File: config.mk
export PLATFORM = sky130hd
export DESIGN_NAME = env_file_key_value_parser_flat
export DESIGN_NICKNAME = d
export VERILOG_FILES = /design/src/sv/envkv_pkg.sv /design/src/sv/envkv_if.sv /design/src/sv/envkv_parse.sv /design/src/sv/envkv_emit.sv /design/src/sv/env_file_key_value_parser.sv /design/src/flat_wrapper.sv
export SDC_FILE = /design/constraint.sdc
export NUM_CORES = 1
export LEC_CHECK = 0
export BUFFER_PORTS_ARGS = -buffer_cell sky130_fd_sc_hd__buf_2
export CAP_MARGIN = 20
export CORE_UTILIZATION = 30
export CTS_CLUSTER_DIAMETER = 100
export DETAILED_ROUTE_END_ITERATION = 10
export SLEW_MARGIN = 25
export SYNTH_ARGS = -nofsm -noshare
export SYNTH_HDL_FRONTEND = slang
export SYNTH_HIERARCHICAL = 1
export SYNTH_SLANG_ARGS = --single-unit
File: constraint.sdc
create_clock -name clk -period 5.7 [get_ports clk]
set_input_delay 0.57 -clock clk [delete_from_list [all_inputs] [get_ports clk]]
set_output_delay 0.57 -clock clk [all_outputs]
set_load 0.02 [all_outputs]
File: src/sv/envkv_pkg.sv
// ----------------------------------------------------------------------------
// envkv_pkg
// Shared types and constants of the environment-file tokenizer: result kinds,
// character codes, configuration register indexes and the result plan that
// the parser hands to the emitter.
// ----------------------------------------------------------------------------
package envkv_pkg;

	localparam int SPACE_DEPTH_DEF = 16;

	localparam int CFG_IDX_W = 1;
	localparam logic [CFG_IDX_W-1:0] REG_NL_A = 1'b0;
	localparam logic [CFG_IDX_W-1:0] REG_NL_B = 1'b1;

	localparam logic [7:0] NL_A_RESET = 8'd10;
	localparam logic [7:0] NL_B_RESET = 8'd13;

	localparam logic [7:0] CH_EQUAL  = 8'h3D;
	localparam logic [7:0] CH_SQUOTE = 8'h27;
	localparam logic [7:0] CH_DQUOTE = 8'h22;
	localparam logic [7:0] CH_BSLASH = 8'h5C;
	localparam logic [7:0] CH_HASH   = 8'h23;
	localparam logic [7:0] CH_SEMI   = 8'h3B;
	localparam logic [7:0] CH_SPACE  = 8'h20;
	localparam logic [7:0] CH_TAB    = 8'h09;
	localparam logic [7:0] CH_LF     = 8'h0A;
	localparam logic [7:0] CH_CR     = 8'h0D;

	localparam logic [15:0] LINE_FIRST = 16'd1;
	localparam logic [15:0] LINE_SAT   = 16'hFFFF;

	typedef enum logic [2:0] {
		KIND_KEY      = 3'd0,
		KIND_VALUE    = 3'd1,
		KIND_PAIR_END = 3'd2,
		KIND_DISCARD  = 3'd3,
		KIND_OVERFLOW = 3'd4
	} kind_t;

	// Results of one item: held whitespace first, then the main result,
	// then the end-of-text result.
	typedef struct packed {
		kind_t       flush_kind;
		logic        main_v;
		kind_t       main_kind;
		logic [7:0]  main_byte;
		logic        tail_v;
		kind_t       tail_kind;
		logic [15:0] line;
	} plan_t;

endpackage

File: src/sv/envkv_if.sv
// ----------------------------------------------------------------------------
// envkv_if
// Valid/ready channels of the tokenizer: text bytes in, tokens out.
// ----------------------------------------------------------------------------
interface envkv_in_if;
	logic       valid;
	logic       ready;
	logic [7:0] text_byte;
	logic       end_of_text;

	modport source (output valid, text_byte, end_of_text, input ready);
	modport sink (input valid, text_byte, end_of_text, output ready);
endinterface

interface envkv_out_if;
	logic        valid;
	logic        ready;
	logic [2:0]  token_kind;
	logic [7:0]  token_byte;
	logic [15:0] line_number;
	logic        run_last;

	modport source (output valid, token_kind, token_byte, line_number, run_last, input ready);
	modport sink (input valid, token_kind, token_byte, line_number, run_last, output ready);
endinterface

File: src/sv/envkv_parse.sv
// ----------------------------------------------------------------------------
// envkv_parse
// Parse state machine, line counter and trailing-whitespace buffer. Each
// accepted byte updates the state and yields a result plan.
// ----------------------------------------------------------------------------
module envkv_parse import envkv_pkg::*; #(
	parameter int SPACE_DEPTH = SPACE_DEPTH_DEF,
	parameter int CntW = $clog2(SPACE_DEPTH + 1),
	parameter int IdxW = (SPACE_DEPTH > 1) ? $clog2(SPACE_DEPTH) : 1
) (
	input  logic                 clk,
	input  logic                 arst_n,
	input  logic                 wr_en,
	input  logic [CFG_IDX_W-1:0] wr_index,
	input  logic [7:0]           wr_data,
	input  logic                 in_accept,
	input  logic [7:0]           text_byte,
	input  logic                 end_of_text,
	output plan_t                plan,
	output logic [CntW-1:0]      flush_n,
	input  logic                 rd_en,
	input  logic [IdxW-1:0]      rd_idx,
	output logic [7:0]           rd_data
);

	typedef enum logic [10:0] {
		M_PRE_KEY     = 11'b000_0000_0001,
		M_KEY         = 11'b000_0000_0010,
		M_PRE_VALUE   = 11'b000_0000_0100,
		M_VALUE       = 11'b000_0000_1000,
		M_VALUE_ESC   = 11'b000_0001_0000,
		M_SQ          = 11'b000_0010_0000,
		M_SQ_ESC      = 11'b000_0100_0000,
		M_DQ          = 11'b000_1000_0000,
		M_DQ_ESC      = 11'b001_0000_0000,
		M_COMMENT     = 11'b010_0000_0000,
		M_COMMENT_ESC = 11'b100_0000_0000
	} mode_t;

	mode_t           mode_q, mode_d, mode_sw;
	logic [15:0]     line_q, line_d, line_sw;
	logic [CntW-1:0] pcount_q, pcount_d;
	logic [7:0]      nl_a_q, nl_b_q;
	logic [7:0]      space_mem [SPACE_DEPTH];
	logic [7:0]      rd_data_q;

	logic       is_nl, is_ws, is_cmt;
	logic       line_inc, hold, hold_wr, do_flush;
	logic       main_v;
	kind_t      main_kind, flush_kind;
	logic       tail_v;
	kind_t      tail_kind;
	logic       value_mode;

	assign is_nl  = (text_byte == nl_a_q) || (text_byte == nl_b_q);
	assign is_ws  = (text_byte == CH_SPACE) || (text_byte == CH_TAB) ||
	                (text_byte == CH_LF) || (text_byte == CH_CR);
	assign is_cmt = (text_byte == CH_HASH) || (text_byte == CH_SEMI);

	always_comb begin
		mode_sw    = mode_q;
		line_inc   = 1'b0;
		pcount_d   = pcount_q;
		hold       = 1'b0;
		do_flush   = 1'b0;
		flush_kind = KIND_KEY;
		main_v     = 1'b0;
		main_kind  = KIND_KEY;
		case (mode_q)
			M_KEY: begin
				if (is_nl) begin
					mode_sw   = M_PRE_KEY;
					pcount_d  = '0;
					line_inc  = 1'b1;
					main_v    = 1'b1;
					main_kind = KIND_DISCARD;
				end else if (text_byte == CH_EQUAL) begin
					mode_sw  = M_PRE_VALUE;
					pcount_d = '0;
				end else if (is_ws) begin
					hold = 1'b1;
				end else begin
					do_flush   = 1'b1;
					flush_kind = KIND_KEY;
					main_v     = 1'b1;
					main_kind  = KIND_KEY;
				end
			end
			M_PRE_VALUE: begin
				if (is_nl) begin
					mode_sw   = M_PRE_KEY;
					line_inc  = 1'b1;
					main_v    = 1'b1;
					main_kind = KIND_PAIR_END;
				end else if (text_byte == CH_SQUOTE) begin
					mode_sw = M_SQ;
				end else if (text_byte == CH_DQUOTE) begin
					mode_sw = M_DQ;
				end else if (text_byte == CH_BSLASH) begin
					mode_sw = M_VALUE_ESC;
				end else if (!is_ws) begin
					mode_sw   = M_VALUE;
					main_v    = 1'b1;
					main_kind = KIND_VALUE;
				end
			end
			M_VALUE: begin
				if (is_nl) begin
					mode_sw   = M_PRE_KEY;
					pcount_d  = '0;
					line_inc  = 1'b1;
					main_v    = 1'b1;
					main_kind = KIND_PAIR_END;
				end else if (text_byte == CH_BSLASH) begin
					do_flush   = 1'b1;
					flush_kind = KIND_VALUE;
					mode_sw    = M_VALUE_ESC;
				end else if (is_ws) begin
					hold = 1'b1;
				end else begin
					do_flush   = 1'b1;
					flush_kind = KIND_VALUE;
					main_v     = 1'b1;
					main_kind  = KIND_VALUE;
				end
			end
			M_VALUE_ESC, M_SQ_ESC, M_DQ_ESC: begin
				// drop an escaped line end
				mode_sw   = (mode_q == M_VALUE_ESC) ? M_VALUE :
				            (mode_q == M_SQ_ESC) ? M_SQ : M_DQ;
				main_v    = !is_nl;
				main_kind = KIND_VALUE;
			end
			M_SQ: begin
				if (text_byte == CH_SQUOTE) begin
					mode_sw = M_PRE_VALUE;
				end else if (text_byte == CH_BSLASH) begin
					mode_sw = M_SQ_ESC;
				end else begin
					main_v    = 1'b1;
					main_kind = KIND_VALUE;
				end
			end
			M_DQ: begin
				if (text_byte == CH_DQUOTE) begin
					mode_sw = M_PRE_VALUE;
				end else if (text_byte == CH_BSLASH) begin
					mode_sw = M_DQ_ESC;
				end else begin
					main_v    = 1'b1;
					main_kind = KIND_VALUE;
				end
			end
			M_COMMENT: begin
				if (text_byte == CH_BSLASH) begin
					mode_sw = M_COMMENT_ESC;
				end else if (is_nl) begin
					mode_sw  = M_PRE_KEY;
					line_inc = 1'b1;
				end
			end
			M_COMMENT_ESC: begin
				mode_sw = M_COMMENT;
			end
			default: begin
				if (is_cmt) begin
					mode_sw = M_COMMENT;
				end else if (!is_ws) begin
					mode_sw   = M_KEY;
					pcount_d  = '0;
					main_v    = 1'b1;
					main_kind = KIND_KEY;
				end else begin
					mode_sw = M_PRE_KEY;
				end
			end
		endcase

		// hold whitespace while there is room, flag it otherwise
		hold_wr = 1'b0;
		if (hold) begin
			if (pcount_q < CntW'(SPACE_DEPTH)) begin
				hold_wr  = 1'b1;
				pcount_d = pcount_q + CntW'(1);
			end else begin
				main_v    = 1'b1;
				main_kind = KIND_OVERFLOW;
			end
		end
		if (do_flush) begin
			pcount_d = '0;
		end
	end

	assign line_sw = (line_inc && line_q != LINE_SAT) ? 16'(line_q + 16'd1) : line_q;

	assign value_mode = (mode_sw == M_PRE_VALUE) || (mode_sw == M_VALUE) ||
	                    (mode_sw == M_VALUE_ESC) || (mode_sw == M_SQ) ||
	                    (mode_sw == M_SQ_ESC) || (mode_sw == M_DQ) ||
	                    (mode_sw == M_DQ_ESC);

	always_comb begin
		tail_v    = 1'b0;
		tail_kind = KIND_PAIR_END;
		mode_d    = mode_sw;
		line_d    = line_sw;
		if (end_of_text) begin
			tail_v    = value_mode || (mode_sw == M_KEY);
			tail_kind = value_mode ? KIND_PAIR_END : KIND_DISCARD;
			mode_d    = M_PRE_KEY;
			line_d    = LINE_FIRST;
		end
	end

	always_comb begin
		plan.flush_kind = flush_kind;
		plan.main_v     = main_v;
		plan.main_kind  = main_kind;
		plan.main_byte  = (main_kind == KIND_KEY || main_kind == KIND_VALUE) ? text_byte : 8'd0;
		plan.tail_v     = tail_v;
		plan.tail_kind  = tail_kind;
		plan.line       = line_sw;
		flush_n         = do_flush ? pcount_q : '0;
	end

	always_ff @(posedge clk or negedge arst_n) begin
		if (!arst_n) begin
			mode_q   <= M_PRE_KEY;
			line_q   <= LINE_FIRST;
			pcount_q <= '0;
			nl_a_q   <= NL_A_RESET;
			nl_b_q   <= NL_B_RESET;
		end else begin
			if (in_accept) begin
				mode_q   <= mode_d;
				line_q   <= line_d;
				pcount_q <= end_of_text ? '0 : pcount_d;
			end
			if (wr_en) begin
				case (wr_index)
					REG_NL_A: nl_a_q <= wr_data;
					REG_NL_B: nl_b_q <= wr_data;
					default: ;
				endcase
			end
		end
	end

	always_ff @(posedge clk) begin
		if (in_accept && hold_wr) begin
			space_mem[pcount_q[IdxW-1:0]] <= text_byte;
		end
		if (rd_en) begin
			rd_data_q <= space_mem[rd_idx];
		end
	end

	assign rd_data = rd_data_q;

	a_pcount_bound: assert property (@(posedge clk) disable iff (!arst_n)
		pcount_q <= CntW'(SPACE_DEPTH))
		else $error("whitespace count beyond buffer depth");

	a_eot_reset: assert property (@(posedge clk) disable iff (!arst_n)
		in_accept && end_of_text |=> mode_q == M_PRE_KEY && line_q == LINE_FIRST &&
		pcount_q == '0)
		else $error("state not restored after final byte");

	a_line_nonzero: assert property (@(posedge clk) disable iff (!arst_n)
		line_q != 16'd0)
		else $error("line counter wrapped to zero");

endmodule

File: src/sv/envkv_emit.sv
// ----------------------------------------------------------------------------
// envkv_emit
// Holds one item's result plan and, while the output register is free, issues
// one result per cycle into it: held whitespace, main, end-of-text result.
// ----------------------------------------------------------------------------
module envkv_emit import envkv_pkg::*; #(
	parameter int SPACE_DEPTH = SPACE_DEPTH_DEF,
	parameter int CntW = $clog2(SPACE_DEPTH + 1),
	parameter int IdxW = (SPACE_DEPTH > 1) ? $clog2(SPACE_DEPTH) : 1
) (
	input  logic            clk,
	input  logic            arst_n,
	input  logic            plan_load,
	input  plan_t           plan,
	input  logic [CntW-1:0] flush_n,
	output logic            load_ok,
	output logic            rd_en,
	output logic [IdxW-1:0] rd_idx,
	input  logic [7:0]      rd_data,
	envkv_out_if.source     tok
);

	plan_t           plan_q;
	logic [CntW-1:0] flush_n_q, idx_q, fl_left;
	logic            main_v_q, tail_v_q;
	logic            fl_more, rem_zero, rem_one, out_free, emit;

	logic            out_valid_q, out_mem_q, out_last_q;
	kind_t           out_kind_q;
	logic [7:0]      out_byte_q;
	logic [15:0]     out_line_q;

	assign fl_more  = idx_q != flush_n_q;
	assign fl_left  = flush_n_q - idx_q;
	assign rem_zero = !fl_more && !main_v_q && !tail_v_q;
	assign rem_one  = (fl_left == CntW'(1) && !main_v_q && !tail_v_q) ||
	                  (!fl_more && (main_v_q ^ tail_v_q));
	assign out_free = !out_valid_q || tok.ready;
	assign emit     = !rem_zero && out_free;
	assign load_ok  = rem_zero || (rem_one && out_free);
	assign rd_en    = emit && fl_more;
	assign rd_idx   = idx_q[IdxW-1:0];

	always_ff @(posedge clk or negedge arst_n) begin
		if (!arst_n) begin
			flush_n_q   <= '0;
			idx_q       <= '0;
			main_v_q    <= 1'b0;
			tail_v_q    <= 1'b0;
			out_valid_q <= 1'b0;
			out_mem_q   <= 1'b0;
		end else begin
			if (plan_load) begin
				flush_n_q <= flush_n;
				idx_q     <= '0;
				main_v_q  <= plan.main_v;
				tail_v_q  <= plan.tail_v;
			end else if (emit) begin
				if (fl_more) begin
					idx_q <= idx_q + CntW'(1);
				end else if (main_v_q) begin
					main_v_q <= 1'b0;
				end else begin
					tail_v_q <= 1'b0;
				end
			end
			if (emit) begin
				out_valid_q <= 1'b1;
				out_mem_q   <= fl_more;
			end else if (tok.ready) begin
				out_valid_q <= 1'b0;
			end
		end
	end

	always_ff @(posedge clk) begin
		if (plan_load) begin
			plan_q <= plan;
		end
		if (emit) begin
			out_kind_q <= fl_more ? plan_q.flush_kind :
			              main_v_q ? plan_q.main_kind : plan_q.tail_kind;
			out_byte_q <= (!fl_more && main_v_q) ? plan_q.main_byte : 8'd0;
			out_line_q <= plan_q.line;
			out_last_q <= rem_one;
		end
	end

	assign tok.valid       = out_valid_q;
	assign tok.token_kind  = out_kind_q;
	assign tok.token_byte  = out_mem_q ? rd_data : out_byte_q;
	assign tok.line_number = out_line_q;
	assign tok.run_last    = out_last_q;

	a_idx_bound: assert property (@(posedge clk) disable iff (!arst_n)
		idx_q <= flush_n_q && flush_n_q <= CntW'(SPACE_DEPTH))
		else $error("flush pointer beyond plan");

	a_drain: assert property (@(posedge clk) disable iff (!arst_n)
		emit && rem_one && !plan_load |=> rem_zero)
		else $error("plan not empty after its last result");

	a_load_safe: assert property (@(posedge clk) disable iff (!arst_n)
		plan_load |-> rem_zero || (rem_one && emit))
		else $error("plan overwritten with results pending");

	a_last_flag: assert property (@(posedge clk) disable iff (!arst_n)
		emit && rem_one |=> out_valid_q && out_last_q)
		else $error("final result of an item not marked");

endmodule

File: src/sv/env_file_key_value_parser.sv
// ----------------------------------------------------------------------------
// env_file_key_value_parser
// Environment-file tokenizer: splits text bytes into key and value bytes,
// pair-end, discarded-key and whitespace-overflow tokens.
// ----------------------------------------------------------------------------
// Usage:
//   text_ch carries one file byte per transaction with end_of_text on the
//   final byte. token_ch carries tokens; run_last marks the last token caused
//   by one byte. wr_en/wr_index/wr_data set the two line-end bytes; write them
//   only while no byte is in flight.
//   Each byte's result plan is registered, then its tokens pass through the
//   single output register. Bytes that cause one token or none stream at one
//   per cycle while tokens are taken. A byte with more tokens holds text_ch
//   until its last token issues; they leave one per cycle while the output
//   register is free, the held whitespace read one entry a cycle from the
//   SPACE_DEPTH-entry buffer. At most SPACE_DEPTH + 2 tokens come from a byte.
//   Reset clears the parse state to before-key, the line count to one, the
//   held whitespace and both channels; the line-end bytes return to LF and CR.
//   When the token receiver stalls, the output register holds its token;
//   bytes that cause no token still pass, and at most one byte that causes
//   tokens is taken before text_ch deasserts ready.
// ----------------------------------------------------------------------------
module env_file_key_value_parser import envkv_pkg::*; #(
	parameter int SPACE_DEPTH = SPACE_DEPTH_DEF
) (
	input  logic                 clk,
	input  logic                 arst_n,
	input  logic                 wr_en,
	input  logic [CFG_IDX_W-1:0] wr_index,
	input  logic [7:0]           wr_data,
	envkv_in_if.sink             text_ch,
	envkv_out_if.source          token_ch
);

	localparam int CntW = $clog2(SPACE_DEPTH + 1);
	localparam int IdxW = (SPACE_DEPTH > 1) ? $clog2(SPACE_DEPTH) : 1;

	plan_t           plan;
	logic [CntW-1:0] flush_n;
	logic            load_ok, in_accept;
	logic            rd_en;
	logic [IdxW-1:0] rd_idx;
	logic [7:0]      rd_data;

	assign text_ch.ready = load_ok;
	assign in_accept     = text_ch.valid && load_ok;

	envkv_parse #(
		.SPACE_DEPTH (SPACE_DEPTH),
		.CntW        (CntW),
		.IdxW        (IdxW)
	) u_parse (
		.clk         (clk),
		.arst_n      (arst_n),
		.wr_en       (wr_en),
		.wr_index    (wr_index),
		.wr_data     (wr_data),
		.in_accept   (in_accept),
		.text_byte   (text_ch.text_byte),
		.end_of_text (text_ch.end_of_text),
		.plan        (plan),
		.flush_n     (flush_n),
		.rd_en       (rd_en),
		.rd_idx      (rd_idx),
		.rd_data     (rd_data)
	);

	envkv_emit #(
		.SPACE_DEPTH (SPACE_DEPTH),
		.CntW        (CntW),
		.IdxW        (IdxW)
	) u_emit (
		.clk       (clk),
		.arst_n    (arst_n),
		.plan_load (in_accept),
		.plan      (plan),
		.flush_n   (flush_n),
		.load_ok   (load_ok),
		.rd_en     (rd_en),
		.rd_idx    (rd_idx),
		.rd_data   (rd_data),
		.tok       (token_ch)
	);

endmodule

File: src/flat_wrapper.sv
// flat-port wrapper written by rule: the top's interface ports become plain ports
module env_file_key_value_parser_flat import envkv_pkg::*;
#(
	parameter int SPACE_DEPTH = SPACE_DEPTH_DEF
)
  (clk, arst_n, wr_en, wr_index, wr_data, text_ch_valid, text_ch_text_byte, text_ch_end_of_text, text_ch_ready, token_ch_valid, token_ch_token_kind, token_ch_token_byte, token_ch_line_number, token_ch_run_last, token_ch_ready);
  envkv_in_if text_ch_i ();
  envkv_out_if token_ch_i ();
  input  logic clk;
  input  logic arst_n;
  input  logic wr_en;
  input  logic [CFG_IDX_W-1:0] wr_index;
  input  logic [7:0] wr_data;
  input wire logic [$bits(text_ch_i.valid)-1:0] text_ch_valid;
  input wire logic [$bits(text_ch_i.text_byte)-1:0] text_ch_text_byte;
  input wire logic [$bits(text_ch_i.end_of_text)-1:0] text_ch_end_of_text;
  output wire logic [$bits(text_ch_i.ready)-1:0] text_ch_ready;
  output wire logic [$bits(token_ch_i.valid)-1:0] token_ch_valid;
  output wire logic [$bits(token_ch_i.token_kind)-1:0] token_ch_token_kind;
  output wire logic [$bits(token_ch_i.token_byte)-1:0] token_ch_token_byte;
  output wire logic [$bits(token_ch_i.line_number)-1:0] token_ch_line_number;
  output wire logic [$bits(token_ch_i.run_last)-1:0] token_ch_run_last;
  input wire logic [$bits(token_ch_i.ready)-1:0] token_ch_ready;
  assign text_ch_i.valid = text_ch_valid;
  assign text_ch_i.text_byte = text_ch_text_byte;
  assign text_ch_i.end_of_text = text_ch_end_of_text;
  assign text_ch_ready = text_ch_i.ready;
  assign token_ch_valid = token_ch_i.valid;
  assign token_ch_token_kind = token_ch_i.token_kind;
  assign token_ch_token_byte = token_ch_i.token_byte;
  assign token_ch_line_number = token_ch_i.line_number;
  assign token_ch_run_last = token_ch_i.run_last;
  assign token_ch_i.ready = token_ch_ready;
  env_file_key_value_parser #(.SPACE_DEPTH(SPACE_DEPTH)) u_core (.clk(clk), .arst_n(arst_n), .wr_en(wr_en), .wr_index(wr_index), .wr_data(wr_data), .text_ch(text_ch_i), .token_ch(token_ch_i));
endmodule
* After elaboration in Yosys (flattened, before gate mapping)
Memory sizes are Yosys's and may differ from the RTL's. A register that Yosys moved wholly into a read port is not among the register bits.
Cells that the tools add are included.
** Storage, ports and cells
- Bits in registers :: 123
- Bits in writable memories :: 128
- Input port bits :: 23
- Output and inout bits :: 30
- Word-level logic and storage cells :: 212
- Memories :: 1
** Operators by class
- Add/sub/neg operators :: 4
- Magnitude comparators :: 1
- Equality and inequality tests :: 36
- Mux-type cells :: 97
- Bitwise gates (word level) :: 3
- Reductions and logical operators :: 49
** Memories
- u_core.u_parse.space_mem :: depth 16, width 8, rd ports 1, clocked after memory_dff 1, wr ports 1, line envkv_parse.sv:44 : logic [7:0] space_mem [SPACE_DEPTH];
** Operators by type and width (count)
- $mux W11 :: 16
- $pmux W11 S8 :: 1
- $mux W5 :: 13
- $eq A8 B6 Y1 const B :: 6
- $mux W1 :: 47
- $mux W16 :: 2
- $eq A8 B4 Y1 const B :: 3
- $mux W8 :: 3
- $eq A11 B2 Y1 const B :: 2
- $eq A11 B3 Y1 const B :: 2
- $eq A11 B4 Y1 const B :: 2
- $eq A11 B5 Y1 const B :: 2
- $eq A11 B6 Y1 const B :: 2
- $eq A11 B7 Y1 const B :: 2
- $eq A11 B8 Y1 const B :: 2
- $eq A11 B9 Y1 const B :: 2
- $add A16 B1 Y16 const B :: 1
- $eq A8 B8 Y1 :: 2
- $logic_or A1 B1 Y1 :: 16
- $ne A16 B16 Y1 const B :: 1
- $pmux W5 S3 :: 1
- $logic_and A1 B1 Y1 :: 12
- $mux W3 :: 4
- $pmux W2 S6 :: 1
- 24 further kinds :: 45

* Depth between registers and ports, before layout
Gate-level depths: netlist of run 1.
- Depth in word-level cells :: 20
- Depth in mapped cells :: 15
- Mapped depth without buffers :: 14

* Modules after synthesis
Netlist of run 1, hierarchy kept.
** By module, submodules not included
- envkv_parse :: times used 1, cells each 654, area an instance 8978.6 µm², sequential area each 5293.8 µm²
- envkv_emit :: times used 1, cells each 180, area an instance 2905.3 µm², sequential area each 2182.1 µm²
- env_file_key_value_parser :: times used 1, cells each 1, area an instance 6.3 µm², sequential area each 0.0 µm²

* Worst setup path after synthesis of run 1
Ideal clock, no wire load.
- Path type :: reg-to-reg
- Start :: reg u_core.u_emit.idx_q[0]
- End :: mem u_core.u_parse.space_mem[1][0], enable pin
- Setup time :: 383 ps
- Arrival :: 4406 ps
- Required time :: 5317 ps
- Path slack :: 910 ps
- Stages on the path, launching flop included :: 12
- Buffers on the path :: 2
- Clock period less this slack :: 4790 ps
- Path through :: dfrtp_1 ha_1 fa_1 nand2b_1 a21oi_1 xnor2_1 o31ai_1 and2_1 clkbuf_1 buf_1 nand3_1 nor3_1
** Between the ends
- Longest elaborated chain between the ends :: 11
- Elaborated cells between the ends (all ways) :: 16
- Those cells by class :: 1 x add/sub; 2 x eq/ne; 2 x mux; 11 x reduce/logical
** RTL lines
- start, declared :: line envkv_emit.sv:24 : logic [CntW-1:0] flush_n_q, idx_q, fl_left;
- start signal, assigned :: line envkv_emit.sv:60 : idx_q <= idx_q + CntW'(1);
- $sub A5 B5 Y5 :: line envkv_emit.sv:34 : assign fl_left = flush_n_q - idx_q;
- $eq A5 B1 Y1 :: line envkv_emit.sv:36 : assign rem_one = (fl_left == CntW'(1) && !main_v_q && !tail_v_q) ||
- $logic_and A1 B1 Y1 (2 in a row) :: line envkv_emit.sv:36
- $logic_or A1 B1 Y1 :: line envkv_emit.sv:36
- $logic_and A1 B1 Y1 :: line envkv_emit.sv:40 : assign load_ok = rem_zero || (rem_one && out_free);
- $logic_or A1 B1 Y1 (*) :: line envkv_emit.sv:40
- named net text_ch_ready :: line flat_wrapper.sv:17 : output wire logic [$bits(text_ch_i.ready)-1:0] text_ch_ready;
- $logic_and A1 B1 Y1 (*) :: line env_file_key_value_parser.sv:46 : assign in_accept = text_ch.valid && load_ok;
- named net u_core.in_accept :: line env_file_key_value_parser.sv:40 : logic load_ok, in_accept;
- $logic_and A1 B1 Y1 (*) :: line envkv_parse.sv:250 : if (in_accept && hold_wr) begin
- $mux W1 (*) :: line envkv_parse.sv:250
- $mux W1 (implied by the code) (*) :: line envkv_parse.sv:251 : space_mem[pcount_q[IdxW-1:0]] <= text_byte;
- end, declared :: line envkv_parse.sv:44
The timed path passes the listed nets; every way through them passes the cells marked *.

* Worst setup path in the final report of run 1
- Start :: reg u_core.u_emit.idx_q[2]
- End :: reg u_core.u_parse.line_q[10]
** Between the ends
- Longest elaborated chain between the ends :: 8
- Elaborated cells between the ends (all ways) :: 13
- Those cells by class :: 1 x add/sub; 2 x eq/ne; 10 x reduce/logical
** RTL lines
- $sub A5 B5 Y5 :: line envkv_emit.sv:34
- $eq A5 B1 Y1 :: line envkv_emit.sv:36
- $logic_and A1 B1 Y1 (2 in a row) :: line envkv_emit.sv:36
- $logic_or A1 B1 Y1 :: line envkv_emit.sv:36
- $logic_and A1 B1 Y1 :: line envkv_emit.sv:40
- $logic_or A1 B1 Y1 (*) :: line envkv_emit.sv:40
- $logic_and A1 B1 Y1 (*) :: line env_file_key_value_parser.sv:46
- named net u_core.in_accept :: line env_file_key_value_parser.sv:40
- end signal, assigned :: line envkv_parse.sv:236 : line_q <= line_d;
- end, declared :: line envkv_parse.sv:41 : logic [15:0] line_q, line_d, line_sw;
Marked as above.
A chain may end at the register's enable or synchronous reset.

==> impl_metrics.tcl, run 1 <==
set metrics [dict create \
    dieArea_um2 40400 \
    gp_congestion 0.806 \
    clk_pin_slew_ns 0.06 \
    grt_first_pass_wirelength_mm 40.7 \
    final_core_util 0.348 \
    crit_chain "inv_1, ha_1, nand4_1, nor2_1, buf_4, o21ai_0, o31ai_1, and2_2, buf_4, nand2_1, or4_1, o221ai_1" \
    drive_gt1_frac 0.223 \
    first_pass_iters 5 \
    cpPeakStageDelay_ns 0.67 \
    rsz0062_at_grt "false" \
    htree_num_levels 1 \
    crit_top_cell "buf_4" \
    seq_area_um2 7480 \
    initial_core_util 0.306 \
    via_count 7052 \
    design.core.area_um2 38800 \
    crit_required_ns 6.15 \
    finalHoldViolCount 0 \
    p_leak_nw 4.68 \
    post_cts.repair.setup_buffers 0 \
    wl_per_cell_um 18.5 \
    io_buffers 52 \
    route.detailed.drc 0 \
    hpwl_mm 16.7 \
    post_cts_resized 0 \
    crit_fanout 70 \
    synth_area_per_cell_um2 14.2 \
    ys_types 79 \
    drv_cap 0 \
    grtUsageTotal 0.128 \
    seq_area_frac_synth 0.629 \
    finClkSkew_ns 0.00767 \
    max_slew_margin 0.317 \
    critPathKind "reg2reg" \
    clock_sinks 259 \
    cts_hold_repair.buffers 0 \
    rows 72 \
    synth_edf_count 197 \
    ys.flop_type "edfxtp_1" \
    gr-total-overflow 0 \
    numCtsBuffers 27 \
    initialDrtViolationCount 477 \
    yosysWarnings 6 \
    slowest_stage "dfrtp_1" \
    cts_tree "yes" \
    synthArstFlopShare 0.239 \
    cp_num_buf_inv 3 \
    setup_viol 0 \
    vias_per_cell 5.02 \
    cts_root_buf "clkbuf_16" \
    cpLargestDelayFamily "simple AND/OR/NAND/NOR gates" \
    ir_drop_mv 0.275 \
    dp_cells 1356 \
    fin_tns_setup_ns 0 \
    syn_area_um2 11900 \
    period_share 0.742 \
    fmax_mhz 236 \
    hold_path.class "in2async" \
    layoutNonFillerInstCount 1406 \
    clock_latency_ns 0.55 \
    fillCellCount 3677 \
    clk_path_buf_depth 3 \
    startpoint_type "flip-flop" \
    yosysTopAreaCell "edfxtp_1" \
    ys_seq_elements 259 \
    die_height_um 201 \
    tightest_slew_ns 1.02 \
    first_global_vias 7000 \
    fin_crit_ns 4.23 \
    area_growth_pct 13.7 \
    synth_most_common_cell "edfxtp_1" \
    die_w_um 201 \
    p_per_area_nw_per_um2 448 \
    end_kind "flip-flop" \
    io_pins 53 \
    outcome "finished clean" \
    synth_common_cells "197 x edfxtp_1, 55 x dfrtp_1, 48 x nor2_1, 40 x mux4_2, 38 x nand2_1" \
    synth_top_area_frac 0.498 \
    diodes 0 \
    grt_max_degree 71 \
    multi_input_area_um2 4080 \
    postSynthCellCount 835 \
    yosys-top-cells-area "edfxtp_1 50%, dfrtp_1 12%, mux4_2 7.6%, mux2_2 2.7%, xnor2_1 2.3%" \
    fin_nets 901 \
    finalWirelength_mm 26.0 \
    antenna_found_initial 1 \
    slew_viol_final 0 \
    drtAntennaViolNets 0 \
    cp.arrival_ns 4.69 \
]
==> through the flow <==
stage / setup WS (ns) / hold WS, ns / instance area, um2 / power, mW
after detailed placement: 1.45 / 0.405 / 12600 / 4.29
after global placement: 1.59 / 0.404 / 12600 / 4.28
after CTS: 1.42 / 0.242 / 13500 / 6.14
final: 1.47 / 0.217 / 13500 / 6.07
after global routing: 1.06 / 0.254 / 13500 / 6.38
after floorplan: 0.910 / 0.274 / 11900 / 3.85
==> final timing paths <==
path	from	endpoint	cells past startpoint	slack, ns
worst max-delay path	u_core/u_emit/idx_q[2]	u_core/u_parse/line_q[10]	12	1.47
worst min-delay path	arst_n	u_core/u_parse/line_q[4]	2	0.22
worst min register to register	u_core/u_emit/plan_q[7]	u_core/u_emit/tok.line_number[7]	0	0.42
worst max register to register	u_core/u_emit/idx_q[2]	u_core/u_parse/line_q[10]	12	1.47
min in group clk	wr_data[4]	u_core/u_parse/nl_b_q[4]	2	0.27
max in group asynchronous	arst_n	u_core/u_emit/idx_q[0]	2	4.87
==> sequential cells by signal, summed over array words and instances (netlist names) <==
name	count
u_core/u_parse/pcount_q	5
u_core/u_parse/mode_q	11
u_core/u_parse/nl_b_q	8
u_core/u_emit/tok.run_last	1
u_core/u_emit/out_byte_q	8
u_core/u_parse/space_mem	128
u_core/u_emit/idx_q	5
u_core/u_emit/out_mem_q	1
u_core/u_emit/main_v_q	1
u_core/u_emit/tail_v_q	1
u_core/u_emit/tok.line_number	16
u_core/u_emit/tok.token_kind	3
u_core/u_emit/flush_n_q	5
u_core/u_emit/tok.valid	1
u_core/u_parse/nl_a_q	8
u_core/u_parse/rd_data	8
u_core/u_parse/line_q	16
u_core/u_emit/plan_q	33
==> cells in the final DEF, fill, tap and decap left out, types with 5 or more instances in the layout <==
cell / Yosys / layout
and3_1: 13 / 13
dfstp_2: 7 / 7
or4_1: 6 / 6
and2_1: 18 / 17
o21ai_0: 28 / 28
bufinv_16: 0 / 5
xnor2_1: 31 / 31
o2bb2ai_1: 7 / 7
a21oi_1: 20 / 19
nand4_1: 19 / 19
clkinv_1: 1 / 8
nor2_1: 48 / 48
dfrtp_1: 55 / 54
mux4_2: 40 / 40
buf_4: 10 / 9
buf_2: 3 / 52
nor3_1: 19 / 19
o31ai_1: 8 / 8
nor4_1: 8 / 8
inv_1: 19 / 19
mux2i_1: 8 / 8
ha_1: 10 / 10
xor2_1: 6 / 6
nand2b_1: 10 / 10
nand3_1: 22 / 22
clkbuf_16: 0 / 27
edfxtp_1: 197 / 197
nor2b_1: 11 / 11
nand2_1: 38 / 38
a31oi_1: 9 / 9
mux2_2: 28 / 28
o31a_1: 5 / 5
clkbuf_1: 34 / 5
==> cell families after synthesis <==
family          count (synthesis)  share of synthesized area
other cells                     2                   0.000632
compound gates                125                     0.0740
fa+ha+maj                      11                     0.0122
buf+inv                        80                     0.0313
xor+xnor                       38                     0.0286
flops                         259                      0.629
mux                            76                      0.109
simple gates                  244                      0.116
==> layer usage <==
metal	GRT usage	wire [um]
met4	0.0365	496
met3	0.0182	1250
met1	0.177	11900
met2	0.209	12300
met5	0	11
==> where the power goes <==
group | switching, mW | internal, mW | total (mW)
combinational | 1.01 | 0.701 | 1.71
clock | 0.725 | 1.10 | 1.82
sequential | 0.186 | 2.35 | 2.53
total | 1.92 | 4.15 | 6.07
==> layout make-up <==
type,instances,share of cell area
well taps,518,0.0479
flip-flops and latches,259,0.553
repair buffers,61,0.0242
clock buffers,32,0.0513
clock inverters,18,0.0167
inverters,20,0.00555
multi-input cells,498,0.301
(Power assumes the default switching activity.)
==> run 2, diff against run 1 <==
clock period = 3.65 ns   (was 5.7 ns; I/O delays follow)
==> run 2 against run 1 <==
Compared with the run above:
- critical path depth is 5 lower
- hold slack worse by 0.17 ns
- critical endpoint is now u_core/u_parse/space_mem[1][3]
- sequential cell count stayed put
==> impl_metrics.tcl, run 2 (synthesized netlist as in run 1, its figures left out) <==
set metrics [dict create \
    cpPeakStageDelay_ns 0.63 \
    post_cts.repair.setup_buffers 0 \
    crit_top_cell "nor3_4" \
    initial_core_util 0.306 \
    die_height_um 201 \
    slowest_stage "or4_4" \
    p_switching_mw 3.09 \
    grtUsageTotal 0.129 \
    tightest_slew_ns 0.804 \
    grt_first_pass_wirelength_mm 40.9 \
    dieArea_um2 40400 \
    gp_congestion 0.853 \
    end_kind "flip-flop" \
    clk_pin_slew_ns 0.06 \
    clock_sinks 259 \
    htree_num_levels 1 \
    cts_tree "yes" \
    regToRegEndpoint "u_core/u_parse/space_mem[1][3]" \
    max_slew_margin 0.463 \
    fin_tns_setup_ns 0 \
    hold_path.class "in2reg" \
    period_share 0.936 \
    fin_ws_ns 0.232 \
    slew_viol_final 0 \
    finClkSkew_ns 0.0221 \
    dp_cells 1379 \
    antenna_found_initial 3 \
    clock_latency_ns 0.56 \
    finalWirelength_mm 26.1 \
    fin_crit_ns 3.42 \
    hold_path_startpoint "wr_data[2]" \
    die_w_um 201 \
    holdPathStages 2 \
    design_area_um2 13900 \
    postPlaceCellArea_um2 12800 \
    ir_drop_mv 0.308 \
    p_int_mw 6.77 \
    fillCellCount 3645 \
    layoutNonFillerInstCount 1436 \
    drv_cap 0 \
    post_cts_resized 0 \
    rows 72 \
    cts_root_buf "clkbuf_16" \
    critPathKind "reg2reg" \
    io_pins 53 \
    largest_reg_flops 128 \
    crit_fanout 10 \
    crit_chain "or4_4, or4_1, o2bb2ai_1, nand2_1, nor3_4, nand3_1, nor3_4" \
    numCtsBuffers 28 \
    place_ws_ns 0.239 \
    fin_nets 927 \
    finalHoldViolCount 0 \
    wl_per_cell_um 18.2 \
    fmax_mhz 293 \
    design.core.area_um2 38800 \
    area_growth_pct 16.9 \
    pwr-share-comb 0.288 \
    first_global_vias 7145 \
    initialDrtViolationCount 577 \
    swShare 0.313 \
    final_core_util 0.358 \
    clk_path_buf_depth 3 \
    route.detailed.drc 0 \
    setup_viol 0 \
    p_leak_nw 4.88 \
    crit_required_ns 3.85 \
    r2r_cells 7 \
    rsz0062_at_grt "false" \
    gr-total-overflow 0 \
    clkPwrFrac 0.317 \
    outcome "finished clean" \
    p_per_area_nw_per_um2 709 \
    drive_gt1_frac 0.261 \
    p_seq_frac 0.395 \
    hold_path_end "u_core/u_parse/nl_a_q[2]" \
    via_count 7096 \
    cp.arrival_ns 3.62 \
    vias_per_cell 4.94 \
    io_buffers 52 \
    first_pass_iters 8 \
    final_common_cell "edfxtp_1" \
    r2r_start "u_core/u_parse/mode_q[4]" \
    total_power_mw 9.85 \
    hpwl_mm 17.4 \
    drtAntennaViolNets 0 \
    layout_common_cells "197 x edfxtp_1, 54 x dfrtp_1, 52 x buf_2, 45 x nor2_1, 40 x mux4_2" \
    startpoint_type "flip-flop" \
    grt_max_degree 46 \
    hold_slack_ns 0.0484 \
    regToRegSetupSlack_ns 0.23 \
]
==> run 2: cell count changes in the layout (fill, tap and decap cells not counted), moves of 2 or more <==
cell       previous run  this run
nor2_2                0         3
inv_6                 0         2
diode_2               0         3
nor3_2                0         3
bufinv_16             5         7
nor3_1               19        15
clkinv_1              8         4
clkbuf_1              5         2
nor2_1               48        45
buf_4                 9        32
==> run 2: what timing repair did <==
item                                   4_1_cts  5_1_grt
hold buffers                                 1        0
endpoints found under the hold margin       17        0
setup endpoints to repair                    0        0
==> run 2: metal layers <==
layer / part of all wire / global-route usage / vias to the layer above
li1: - / - / 3320
met1: 0.46 / 0.175 / 3603
met2: 0.47 / 0.212 / 143
met3: 0.042 / 0.0203 / 30
met4: 0.018 / 0.0393 / 0
met5: 0 / 0 / -
==> run 2: worst max-delay path by stage <==
| stage | start | to | cells past startpoint |
|---|---|---|---|
| 2_1_floorplan | u_core/u_emit/idx_q[0] | u_core/u_parse/space_mem[1][0] | 11 |
| 3_3_place_gp | u_core/u_parse/mode_q[4] | u_core/u_parse/space_mem[1][5] | 7 |
| 3_5_place_dp | u_core/u_parse/mode_q[4] | u_core/u_parse/space_mem[1][3] | 7 |
| 4_1_cts | u_core/u_parse/mode_q[4] | u_core/u_parse/space_mem[1][3] | 7 |
| 5_1_grt | u_core/u_parse/mode_q[4] | u_core/u_parse/space_mem[9][7] | 7 |
| 6_report | u_core/u_parse/mode_q[4] | u_core/u_parse/space_mem[1][3] | 7 |
==> run 2: layout make-up <==
type,instances,area [um2],area share
timing repair buffer,86,538,0.0387
sequential,259,7480,0.538
clock buffer,31,722,0.0519
clock inverter,21,318,0.0229
inverter,20,75.1,0.00540
tap,518,648,0.0466
multi-input combinational,498,4120,0.296
antenna,3,7.51,0.000540
==> run 2: power by group through the flow <==
stage / clock network, mW / logic (mW) / registers (mW)
finish: 3.12 / 2.83 / 3.90
global route: 3.30 / 3.10 / 3.95
CTS: 3.20 / 2.85 / 3.90
detailed placement: 0 / 2.83 / 3.96
global placement: 0 / 2.83 / 3.94
floorplan: 0 / 2.07 / 3.97
==> run 2: worst max-delay path, delay by kind of cell, from the launching register on <==
kind / cells / cell delay (ns)
flops: 1 / 0.46
compound gates: 1 / 0.18
simple gates: 6 / 2.43
